$ cat src/pci_config_device_search_macros.svh
// Assertion helpers shared by the search engine.
`ifndef PCI_CONFIG_DEVICE_SEARCH_MACROS_SVH
`define PCI_CONFIG_DEVICE_SEARCH_MACROS_SVH

// Same-cycle implication, switched off while reset is asserted.
`define PCIDS_ASSERT_NOW(lbl, clk, rst_n, ante, cons, msg) \
    lbl: assert property (@(posedge clk) disable iff (!(rst_n)) (ante) |-> (cons)) \
        else $error(msg);

// Next-cycle implication, switched off while reset is asserted.
`define PCIDS_ASSERT_NEXT(lbl, clk, rst_n, ante, cons, msg) \
    lbl: assert property (@(posedge clk) disable iff (!(rst_n)) (ante) |=> (cons)) \
        else $error(msg);

`endif

$ cat src/pcids_pkg.sv
`default_nettype none

package pcids_pkg;

    // Number of buses scanned (1 to 256).
    localparam int unsigned BUS_COUNT = 256;
    localparam logic [8:0]  BUS_LIMIT = 9'(BUS_COUNT);

    localparam logic [4:0]  LAST_SLOT     = 5'd31;
    localparam logic [2:0]  LAST_FUNCTION = 3'd7;
    localparam logic [15:0] VENDOR_ABSENT = 16'hFFFF;

    // Config space dword offsets.
    localparam logic [7:0] OFF_ID          = 8'h00;
    localparam logic [7:0] OFF_CLASS       = 8'h08;
    localparam logic [7:0] OFF_HEADER      = 8'h0C;
    localparam logic [7:0] OFF_DWORD_MASK  = 8'hFC;

    // Opcodes of the input word.
    localparam logic OP_START = 1'b0;
    localparam logic OP_DATA  = 1'b1;

    // Result kinds.
    localparam logic [1:0] KIND_REQUEST   = 2'd0;
    localparam logic [1:0] KIND_FOUND     = 2'd1;
    localparam logic [1:0] KIND_NOT_FOUND = 2'd2;
    localparam logic [1:0] KIND_IGNORED   = 2'd3;

    typedef enum logic [2:0] {
        PH_IDLE      = 3'd0,
        PH_PROBE     = 3'd1,
        PH_HEADER    = 3'd2,
        PH_FUNC_ID   = 3'd3,
        PH_CLASS     = 3'd4,
        PH_FOUND_HDR = 3'd5
    } t_phase;

    typedef struct packed {
        logic        opcode;
        logic [15:0] vendor_key;
        logic [15:0] device_key;
        logic [31:0] read_data;
    } t_in_word;

    typedef struct packed {
        logic [1:0]  kind;
        logic [31:0] request_address;
        logic [7:0]  bus_number;
        logic [4:0]  slot_number;
        logic [2:0]  function_number;
        logic [7:0]  base_class;
        logic [7:0]  subclass_code;
        logic [7:0]  programming_interface;
        logic [7:0]  revision;
        logic [7:0]  header_kind;
    } t_out_word;

    typedef struct packed {
        t_phase      phase;
        logic [7:0]  cur_bus;
        logic [4:0]  cur_slot;
        logic [2:0]  cur_function;
        logic        multi_function;
        logic [15:0] want_vendor;
        logic [15:0] want_device;
        logic [31:0] class_word;
    } t_search_state;

endpackage

`default_nettype wire

$ cat src/pci_config_device_search.sv
// PCI config mechanism 1 device search: one result word per input word.
// Path: each accepted word goes to the input register, then through the
// search logic into the result register.
// Throughput: one word per cycle; input stalls only while both registers are
// full and the result word waits. Reset (i_rst_n low, synchronous): search
// idle, location and keys cleared, both pipeline registers empty.
`default_nettype none
`include "pci_config_device_search_macros.svh"

module pci_config_device_search
    import pcids_pkg::*;
(
    input  wire logic      i_clk,
    input  wire logic      i_rst_n,
    input  wire logic      i_in_valid,
    output logic           o_in_ready,
    input  wire t_in_word  i_in_word,
    output logic           o_out_valid,
    input  wire logic      i_out_ready,
    output t_out_word      o_out_word
);

    // Input register: holds one word until the search step consumes it.
    logic          r_in_valid;
    t_in_word      r_in_word;

    // Result register.
    logic          r_out_valid;
    t_out_word     r_out_word;

    t_search_state w_state;
    t_search_state w_state_next;
    t_out_word     w_result;
    logic          w_advance;

    // The step fires when a word waits and the result slot is free or
    // being drained this cycle; the search state moves with it.
    assign w_advance  = r_in_valid && (!r_out_valid || i_out_ready);
    assign o_in_ready = !r_in_valid || w_advance;

    always_ff @(posedge i_clk) begin
        if (!i_rst_n) begin
            r_in_valid <= 1'b0;
        end else if (o_in_ready) begin
            r_in_valid <= i_in_valid;
        end
    end

    always_ff @(posedge i_clk) begin
        if (o_in_ready && i_in_valid) begin
            r_in_word <= i_in_word;
        end
    end

    pcids_state u_state (
        .i_clk    (i_clk),
        .i_rst_n  (i_rst_n),
        .i_update (w_advance),
        .i_next   (w_state_next),
        .o_state  (w_state)
    );

    // Decides the next request, or reports found / not found / ignored.
    pcids_step u_step (
        .i_state  (w_state),
        .i_word   (r_in_word),
        .o_state  (w_state_next),
        .o_result (w_result)
    );

    always_ff @(posedge i_clk) begin
        if (!i_rst_n) begin
            r_out_valid <= 1'b0;
        end else if (w_advance) begin
            r_out_valid <= 1'b1;
        end else if (i_out_ready) begin
            r_out_valid <= 1'b0;
        end
    end

    always_ff @(posedge i_clk) begin
        if (w_advance) begin
            r_out_word <= w_result;
        end
    end

    assign o_out_valid = r_out_valid;
    assign o_out_word  = r_out_word;

    // Checks
    `PCIDS_ASSERT_NOW(a_req_enable, i_clk, i_rst_n,
        r_out_valid && (r_out_word.kind == KIND_REQUEST),
        r_out_word.request_address[31], "request without enable bit")
    `PCIDS_ASSERT_NOW(a_addr_zero, i_clk, i_rst_n,
        r_out_valid && (r_out_word.kind != KIND_REQUEST),
        r_out_word.request_address == 32'd0, "address set on non-request word")
    `PCIDS_ASSERT_NEXT(a_found_idle, i_clk, i_rst_n,
        w_advance && (w_result.kind == KIND_FOUND),
        w_state.phase == PH_IDLE, "search not idle after found")
    `PCIDS_ASSERT_NOW(a_stall_full, i_clk, i_rst_n,
        !o_in_ready,
        r_in_valid && r_out_valid, "input stalled with free stage")

endmodule

`default_nettype wire

$ cat src/pcids_state.sv
`default_nettype none

module pcids_state
    import pcids_pkg::*;
(
    input  wire logic          i_clk,
    input  wire logic          i_rst_n,
    input  wire logic          i_update,
    input  wire t_search_state i_next,
    output t_search_state      o_state
);

    t_search_state r_state;

    // All-zero state is the idle phase with location and keys cleared.
    always_ff @(posedge i_clk) begin
        if (!i_rst_n) begin
            r_state <= '0;
        end else if (i_update) begin
            r_state <= i_next;
        end
    end

    assign o_state = r_state;

endmodule

`default_nettype wire

$ cat src/pcids_step.sv
`default_nettype none

module pcids_step
    import pcids_pkg::*;
(
    input  wire t_search_state i_state,
    input  wire t_in_word      i_word,
    output t_search_state      o_state,
    output t_out_word          o_result
);

    logic [8:0] w_bus_inc;
    logic       w_last_slot;
    logic       w_absent;
    logic       w_match;
    logic       w_more_funcs;
    logic       w_emit;
    logic [7:0] w_offset;

    assign w_bus_inc    = {1'b0, i_state.cur_bus} + 9'd1;
    // Scan ends when the slot wraps off the last bus.
    assign w_last_slot  = (i_state.cur_slot == LAST_SLOT) && (w_bus_inc >= BUS_LIMIT);
    assign w_absent     = (i_word.read_data[15:0] == VENDOR_ABSENT);
    assign w_match      = (i_word.read_data[15:0] == i_state.want_vendor) &&
                          (i_word.read_data[31:16] == i_state.want_device);
    assign w_more_funcs = i_state.multi_function && (i_state.cur_function < LAST_FUNCTION);

    // Next state
    always_comb begin
        o_state = i_state;
        if (i_word.opcode == OP_START) begin
            o_state             = '0;
            o_state.want_vendor = i_word.vendor_key;
            o_state.want_device = i_word.device_key;
            o_state.phase       = PH_PROBE;
        end else begin
            case (i_state.phase)
                PH_PROBE: begin
                    if (w_absent) begin
                        o_state.cur_function   = '0;
                        o_state.multi_function = 1'b0;
                        o_state.phase          = PH_PROBE;
                        if (i_state.cur_slot == LAST_SLOT) begin
                            o_state.cur_slot = '0;
                            o_state.cur_bus  = w_bus_inc[7:0];
                            if (w_last_slot) begin
                                o_state.phase = PH_IDLE;
                            end
                        end else begin
                            o_state.cur_slot = i_state.cur_slot + 5'd1;
                        end
                    end else begin
                        o_state.phase = PH_HEADER;
                    end
                end
                PH_HEADER: begin
                    o_state.multi_function = i_word.read_data[23];
                    o_state.cur_function   = '0;
                    o_state.phase          = PH_FUNC_ID;
                end
                PH_FUNC_ID: begin
                    if (w_match) begin
                        o_state.phase = PH_CLASS;
                    end else if (w_more_funcs) begin
                        o_state.cur_function = i_state.cur_function + 3'd1;
                    end else begin
                        o_state.cur_function   = '0;
                        o_state.multi_function = 1'b0;
                        o_state.phase          = PH_PROBE;
                        if (i_state.cur_slot == LAST_SLOT) begin
                            o_state.cur_slot = '0;
                            o_state.cur_bus  = w_bus_inc[7:0];
                            if (w_last_slot) begin
                                o_state.phase = PH_IDLE;
                            end
                        end else begin
                            o_state.cur_slot = i_state.cur_slot + 5'd1;
                        end
                    end
                end
                PH_CLASS: begin
                    o_state.class_word = i_word.read_data;
                    o_state.phase      = PH_FOUND_HDR;
                end
                default: begin
                    o_state.phase = PH_IDLE;
                end
            endcase
        end
    end

    // Result word; request address is built from the updated location
    always_comb begin
        o_result = '0;
        w_emit   = 1'b1;
        w_offset = OFF_ID;
        if (i_word.opcode == OP_DATA) begin
            case (i_state.phase)
                PH_PROBE: begin
                    if (w_absent && w_last_slot) begin
                        w_emit        = 1'b0;
                        o_result.kind = KIND_NOT_FOUND;
                    end else if (!w_absent) begin
                        w_offset = OFF_HEADER;
                    end
                end
                PH_HEADER: begin
                    w_offset = OFF_ID;
                end
                PH_FUNC_ID: begin
                    if (w_match) begin
                        w_offset = OFF_CLASS;
                    end else if (!w_more_funcs && w_last_slot) begin
                        w_emit        = 1'b0;
                        o_result.kind = KIND_NOT_FOUND;
                    end
                end
                PH_CLASS: begin
                    w_offset = OFF_HEADER;
                end
                PH_FOUND_HDR: begin
                    w_emit                         = 1'b0;
                    o_result.kind                  = KIND_FOUND;
                    o_result.bus_number            = i_state.cur_bus;
                    o_result.slot_number           = i_state.cur_slot;
                    o_result.function_number       = i_state.cur_function;
                    o_result.base_class            = i_state.class_word[31:24];
                    o_result.subclass_code         = i_state.class_word[23:16];
                    o_result.programming_interface = i_state.class_word[15:8];
                    o_result.revision              = i_state.class_word[7:0];
                    o_result.header_kind           = i_word.read_data[23:16];
                end
                default: begin
                    w_emit        = 1'b0;
                    o_result.kind = KIND_IGNORED;
                end
            endcase
        end
        if (w_emit) begin
            o_result.kind            = KIND_REQUEST;
            o_result.request_address = {1'b1, 7'd0, o_state.cur_bus, o_state.cur_slot,
                                        o_state.cur_function,
                                        w_offset[7:2] & OFF_DWORD_MASK[7:2], 2'b00};
        end
    end

endmodule

`default_nettype wire
$ cat config.mk
export PLATFORM = sky130hd
export DESIGN_NAME = pci_config_device_search
export DESIGN_NICKNAME = d
export VERILOG_FILES = /design/src/pcids_pkg.sv /design/src/pci_config_device_search.sv /design/src/pcids_state.sv /design/src/pcids_step.sv
export VERILOG_INCLUDE_DIRS = /design/src /design/src/src
export SDC_FILE = /design/constraint.sdc
export NUM_CORES = 1
export LEC_CHECK = 0
export BUFFER_PORTS_ARGS = -buffer_cell sky130_fd_sc_hd__buf_2
export CORE_MARGIN = 2
export CORE_UTILIZATION = 51
export DETAILED_ROUTE_END_ITERATION = 8
export GPL_TIMING_DRIVEN = 0
export PLACE_DENSITY = 0.76
export SLEW_MARGIN = 20
export SYNTH_ARGS = -nofsm -noshare
export SYNTH_HDL_FRONTEND = slang
export SYNTH_SLANG_ARGS = --single-unit
export TNS_END_PERCENT = 100
$ cat constraint.sdc
create_clock -name i_clk -period 4 [get_ports i_clk]
set_clock_uncertainty 0.1 [all_clocks]
set_input_delay 0.4 -clock i_clk [delete_from_list [all_inputs] [get_ports i_clk]]
set_output_delay 0.4 -clock i_clk [all_outputs]
set_load 0.1 [all_outputs]
Yosys cells after proc, flatten, opt, wreduce, memory -nomap -nowiden

Index checks and enable logic that the tools add are counted.

$add $sub $neg: 3
Multiply operators: 0
Divide/modulo/power cells: 0
Order comparisons: 2
Eq/ne operators: 15
Shift-type cells: 0
Muxes and demuxes: 33
Bitwise logic cells: 1
Reduce and logical (&&, ||, !) cells: 21

Operator list:

| cell                 | number |
|---|---|
| $mux 32              | 3 |
| $mux 17              | 2 |
| $eq 16x16->1         | 2 |
| $pmux 13 s2          | 1 |
| $pmux 8 s3           | 1 |
| $mux 20              | 1 |
| $eq 16x16->1 const B | 1 |
| $mux 16              | 1 |
| $mux 8               | 2 |
| $pmux 3 s4           | 1 |
| $pmux 4 s3           | 1 |
| $mux 11              | 1 |
| $reduce_and 2->1     | 5 |
| $add 8x1->9 const B  | 1 |
| $ge 9x9->1 const B   | 1 |
| $mux 3               | 3 |
| $mux 1               | 8 |
| $mux 4               | 2 |
| $pmux 2 s4           | 1 |
| $logic_and 1x1->1    | 7 |
| $eq 3x2->1 const B   | 2 |
| $eq 3x3->1 const B   | 2 |
| $mux 2               | 3 |
| $ne 3x3->1 const B   | 2 |
| 17 further kinds     | 21 |

Bits in registers: 241
Bits in latches: 0
RAM bits: 0
ROM bits: 0
Input bits: 69
Output and inout bits: 92
Word-level logic and storage cells: 101
Memories kept: 0

Longest topological paths before layout

Depth after elaboration: 10
Gate-level depth with buffers: 10
Depth with buffers taken out: 9

Cells and area by module

Synthesis repeated with hierarchy kept, for this count alone.

Cell total of the unflattened synthesis: 881
Area, all modules: 10,915.5 sq um

By module, submodules not included:

| module                   | times used | cells an instance | area an instance (sq um) | sequential area each (sq um) |
|---|---|---|---|---|
| pci_config_device_search | 1          | 164               | 4,758.3                  | 4,694.5 |
| pcids_state              | 1          | 271               | 3,245.6                  | 1,681.6 |
| pcids_step               | 1          | 446               | 2,911.5                  | 0.0 |

Worst setup path after synthesis

Ideal clock, no wire load.

Path type: register -> register
From: register r_out_valid, in the netlist o_out_valid
To: register u_state.r_state, in the netlist u_state.o_state[80]
Setup time: 89 ps
Arrival time: 4,144 ps
Required time: 3,811 ps
Path slack: -333 ps
Cell stages (with the launch flop): 7
Path buffers: 1
Period minus slack after synthesis: 4,333 ps
Cells stage by stage: dfxtp_1 -> nor2b_1 -> nand2b_1 -> inv_1 -> clkbuf_1 -> o2111ai_1 -> a211oi_1

Cells in the longest elaborated chain, start to end: 3

RTL lines:

| what                       | line                           | source |
|---|---|---|
| start: declaration         | pci_config_device_search.sv:28 | `logic r_out_valid;` |
| start signal: assignment   | pci_config_device_search.sv:73 | `r_out_valid <= 1'b0;` |
| start signal: assignment   | pci_config_device_search.sv:75 | `r_out_valid <= 1'b1;` |
| start signal: assignment   | pci_config_device_search.sv:77 | `r_out_valid <= 1'b0;` |
| $logic_not 1->1            | pci_config_device_search.sv:38 | `assign w_advance = r_in_valid && (!r_out_valid \|\| i_out_ready);` |
| $logic_or 1x1->1           | pci_config_device_search.sv:38 |  |
| $logic_and 1x1->1          | pci_config_device_search.sv:38 |  |
| named net u_state.i_update | pcids_state.sv:8               | `input wire logic i_update,` |
| end signal: assignment     | pcids_state.sv:20              | `r_state <= i_next;` |
| end: declaration           | pcids_state.sv:13              | `t_search_state r_state;` |

The timed path passes the listed nets, and every way through them passes these cells.
A chain may end at the register's enable or synchronous reset.

Worst setup path in the final report

From: register u_state.r_state, in the netlist u_state.o_state[68]
To: register r_out_word, in the netlist o_out_word[65] (data pin)

Cells in the longest elaborated chain, start to end: 7
Elaborated cells on any way between the ends: 9
Classes of those cells: eq/ne: 1; mux: 5; reduce/logical: 3

RTL lines:

| what                   | line                           | source |
|---|---|---|
| $eq 5x5->1 (*)         | pcids_step.sv:22               | `assign w_last_slot = (i_state.cur_slot == LAST_SLOT) && (w_bus_inc >= BUS_LIMIT);` |
| $logic_and 1x1->1 (*)  | pcids_step.sv:22               |  |
| $logic_and 1x1->1      | pcids_step.sv:113              | `end else if (!w_more_funcs && w_last_slot) begin` |
| $mux 1                 | pcids_step.sv:113              |  |
| $mux 1                 | pcids_step.sv:111              | `if (w_match) begin` |
| $pmux 1 s3 (*)         | pcids_step.sv:98               | `case (i_state.phase)` |
| $mux 1 (*)             | pcids_step.sv:97               | `if (i_word.opcode == OP_DATA) begin` |
| end signal: assignment | pci_config_device_search.sv:83 | `r_out_word <= w_result;` |
| end: declaration       | pci_config_device_search.sv:29 | `t_out_word r_out_word;` |

Every way passes the cells marked *; elsewhere a longest branch is shown, timed or not.

==> impl_metrics.tcl <==
set metrics [dict create \
    drt_pass1_iterations 6 \
    ff2ff_setup_slack_ns 0.66 \
    final_area_um2 12000 \
    worstPathArrival_ns 3.50 \
    area_growth_pct 27.0 \
    final_cell_count_no_fill 1311 \
    place_area_um2 10500 \
    critPathLaunchType "register" \
    synth_edf_count 142 \
    ys_warn_count 0 \
    fillers 1375 \
    netSwitchingFraction_pct 26.1 \
    cpMaxStageDelayCell "dfxtp_1" \
    antenna-diode-count 0 \
    seq_area_frac_synth_pct 63.5 \
    crit_path_frequent_cell "ha_1" \
    hold_depth 3 \
    slowest_delay_ns 0.44 \
    relSlewSlack_pct 52.5 \
    peakVddDrop_uv 462 \
    clk_pin_slew_ns 0.06 \
    rows 49 \
    synth_top_area_share_pct 45.3 \
    switchingPower_mw 1.42 \
    crit_fanout 10 \
    dieArea_um2 19600 \
    core_um2 18000 \
    power_mw 5.44 \
    routed_wl_um 25100 \
    post_drt_wl_per_cell_um 19.2 \
    syn_area_per_cell_um2 11.6 \
    synthTopCellsByArea "edfxtp_1 (45%), dfxtp_1 (18%), nand2_1 (3.6%)" \
    maxCapViolCount 0 \
    antenna_left 0 \
    regToRegEndpoint "o_out_word[65]" \
    powerDensity_nw_per_um2 455 \
    seqCellArea_um2 5990 \
    ys_ff_latch 228 \
    synth_ff_type "edfxtp_1" \
    io_pins 161 \
    finalSetupViolCount 0 \
    status "finished, final reports clean" \
    drv_slew 0 \
    synthArstFlopShare_pct 0 \
    holdPathEnd "r_in_valid" \
    cts_tree "yes" \
    leakage_nw 4.38 \
    rr_startpoint "u_state.o_state[68]" \
    clockBufferDepth 3 \
    worstPathRequired_ns 4.16 \
    mostFrequentLayoutCells "buf_2 (155), edfxtp_1 (142), nand2_1 (90), dfxtp_1 (86), dlygate4sd3_1 (65)" \
    root_buffer "clkbuf_16" \
    die_w_um 140 \
    crit_path_end_kind "register" \
    routed_via_density 5.57 \
    drc 0 \
    clkPwrFrac_pct 40.2 \
    num_vias 7305 \
    cp_cell_sequence "ha_1 > and3_1 > ha_1 > nand2_1 > nor4_1 > a311o_2 > a31oi_2 > nand2_2 > buf_2 > a21oi_1" \
    cts_buffers 23 \
    cts_sinks 228 \
    nNetsFinal 1139 \
    drtIter0Drc 778 \
    synthesis.area_um2 9420 \
    drive_above_1_share_pct 20.7 \
    worstMarginPinSlew_ns 0.712 \
    worstSetupPathType "register to register" \
    multi_input_area_um2 3140 \
    worstHoldStart "i_in_valid" \
    rsz0062_at_grt "false" \
    cts_htree_levels 1 \
    final_common_cell "buf_2" \
    grt_use_total_pct 25.2 \
    yosys.area.top_type "edfxtp_1" \
    hold_path.class "input port to register" \
    rr_worst_depth 10 \
    power_frac_comb_pct 11.3 \
    grt_pass1_vias 7126 \
    clk-insertion-delay-late_ns 0.53 \
    tns_ns 0 \
    seq_power_share_pct 48.5 \
    grt_pass1_wl_um 38600 \
    hpwl_um 16500 \
    synth_cells 814 \
    cell_internal_pwr_mw 4.02 \
    initial_core_util_pct 52.3 \
    die_h_um 140 \
    cts_setup_buffers 0 \
    hold_viol 0 \
    period_needed_ns 3.34 \
    fmaxAchievable_mhz 299 \
    synthDistinctLibCells 68 \
    antenna_found_initial 0 \
    grt_max_degree 50 \
    min_period_over_period_pct 83.5 \
    placedCellCount 1204 \
    gr-total-overflow 0 \
    finalWeightedCongestion 0.939 \
    port_buffers 147 \
]
## power groups by stage
stage	Sequential [mW]	Clock, mW	Combinational, mW
final	2.64	2.19	0.617
after global placement	2.69	0	0.549
after CTS	2.64	2.20	0.609
after floorplan	2.93	0	0.180
after detailed placement	2.69	0	0.560
after global routing	2.64	2.31	0.643
## logic make-up (layout without fill, tap and decap cells)
logic type	after synthesis	count (layout)	synth area share, %
XOR/XNOR	33	33	3.07
adder cells (fa/ha/maj)	5	5	0.664
flip-flops	228	228	63.5
AND/OR/NAND/NOR	297	297	16.1
multiplexers	2	2	0.212
AO/OA/AOI/OAI	172	172	12.7
other	1	13	0.0398
buffers and inverters	76	332	3.65
## per-layer routing
layer  routed length [um]  GRT usage [%]
met1                 9790           31.0
met2                13000           45.0
met3                 1570           3.90
met4                  833           8.95
met5                    0              0
## synth_stat cells (all sizes together), types with 4 or more instances
master,number
a2111o,4
a211o,4
a211oi,7
a21o,6
a21oi,54
a22oi,32
a31oi,9
a41oi,4
and2,52
buf,22
clkbuf,42
dfxtp,86
edfxtp,142
ha,5
inv,11
nand2,92
nand3,32
nand4,13
nor2,56
nor2b,4
nor3,8
nor4,19
o2111ai,5
o211ai,9
o21ai,18
o32ai,4
or3,4
xor2,32
## layout make-up
cell class                      count  area share (%)
Tap cell                          229            2.39
Inverter                           12           0.376
Buffer                             64            2.53
Timing Repair Buffer              214            12.0
Sequential cell                   228            50.0
Multi-Input combinational cell    522            26.2
Clock buffer                       32            5.52
Clock inverter                     10           0.962
## state kept, by name, summed over array words and instances, names as in the netlist
register         cells
r_in_word           65
o_out_word          77
u_state.o_state     84
r_in_valid           1
o_out_valid          1
## metrics by stage
step                setup WS, ns  utilization, %  hold WS (ns)
floorplan                  0.209               -         0.348
global placement           0.659            58.2         0.353
detailed placement         0.755            58.5         0.358
CTS                        0.728            66.4        0.0144
global route               0.468            66.4        0.0329
finish                     0.660            66.4        0.0185
## how the worst max path moves through the flow
stage	startpoint	to	slack, ns	depth (start not counted)
2_1_floorplan	o_out_valid	r_in_word[0]	0.21	3
3_3_place_gp	u_state.o_state[68]	o_out_word[65]	0.66	10
3_5_place_dp	u_state.o_state[68]	o_out_word[65]	0.76	10
4_1_cts	u_state.o_state[68]	o_out_word[65]	0.73	10
5_1_grt	u_state.o_state[68]	o_out_word[65]	0.47	10
6_report	u_state.o_state[68]	o_out_word[65]	0.66	10
## worst max-delay path, delay by kind of cell, from the launching register on
kind,cells,cell delay [ns]
flip-flops,1,0.44
buffers and inverters,1,0.30
AO/OA/AOI/OAI,3,0.60
adder cells (fa/ha/maj),2,0.58
AND/OR/NAND/NOR,4,1.06
## repair_timing
item,CTS,global route
resized for setup,0,0
hold endpoints to repair,65,0
hold buffers,65,0
No activity file was read; power rests on OpenSTA's default activity.
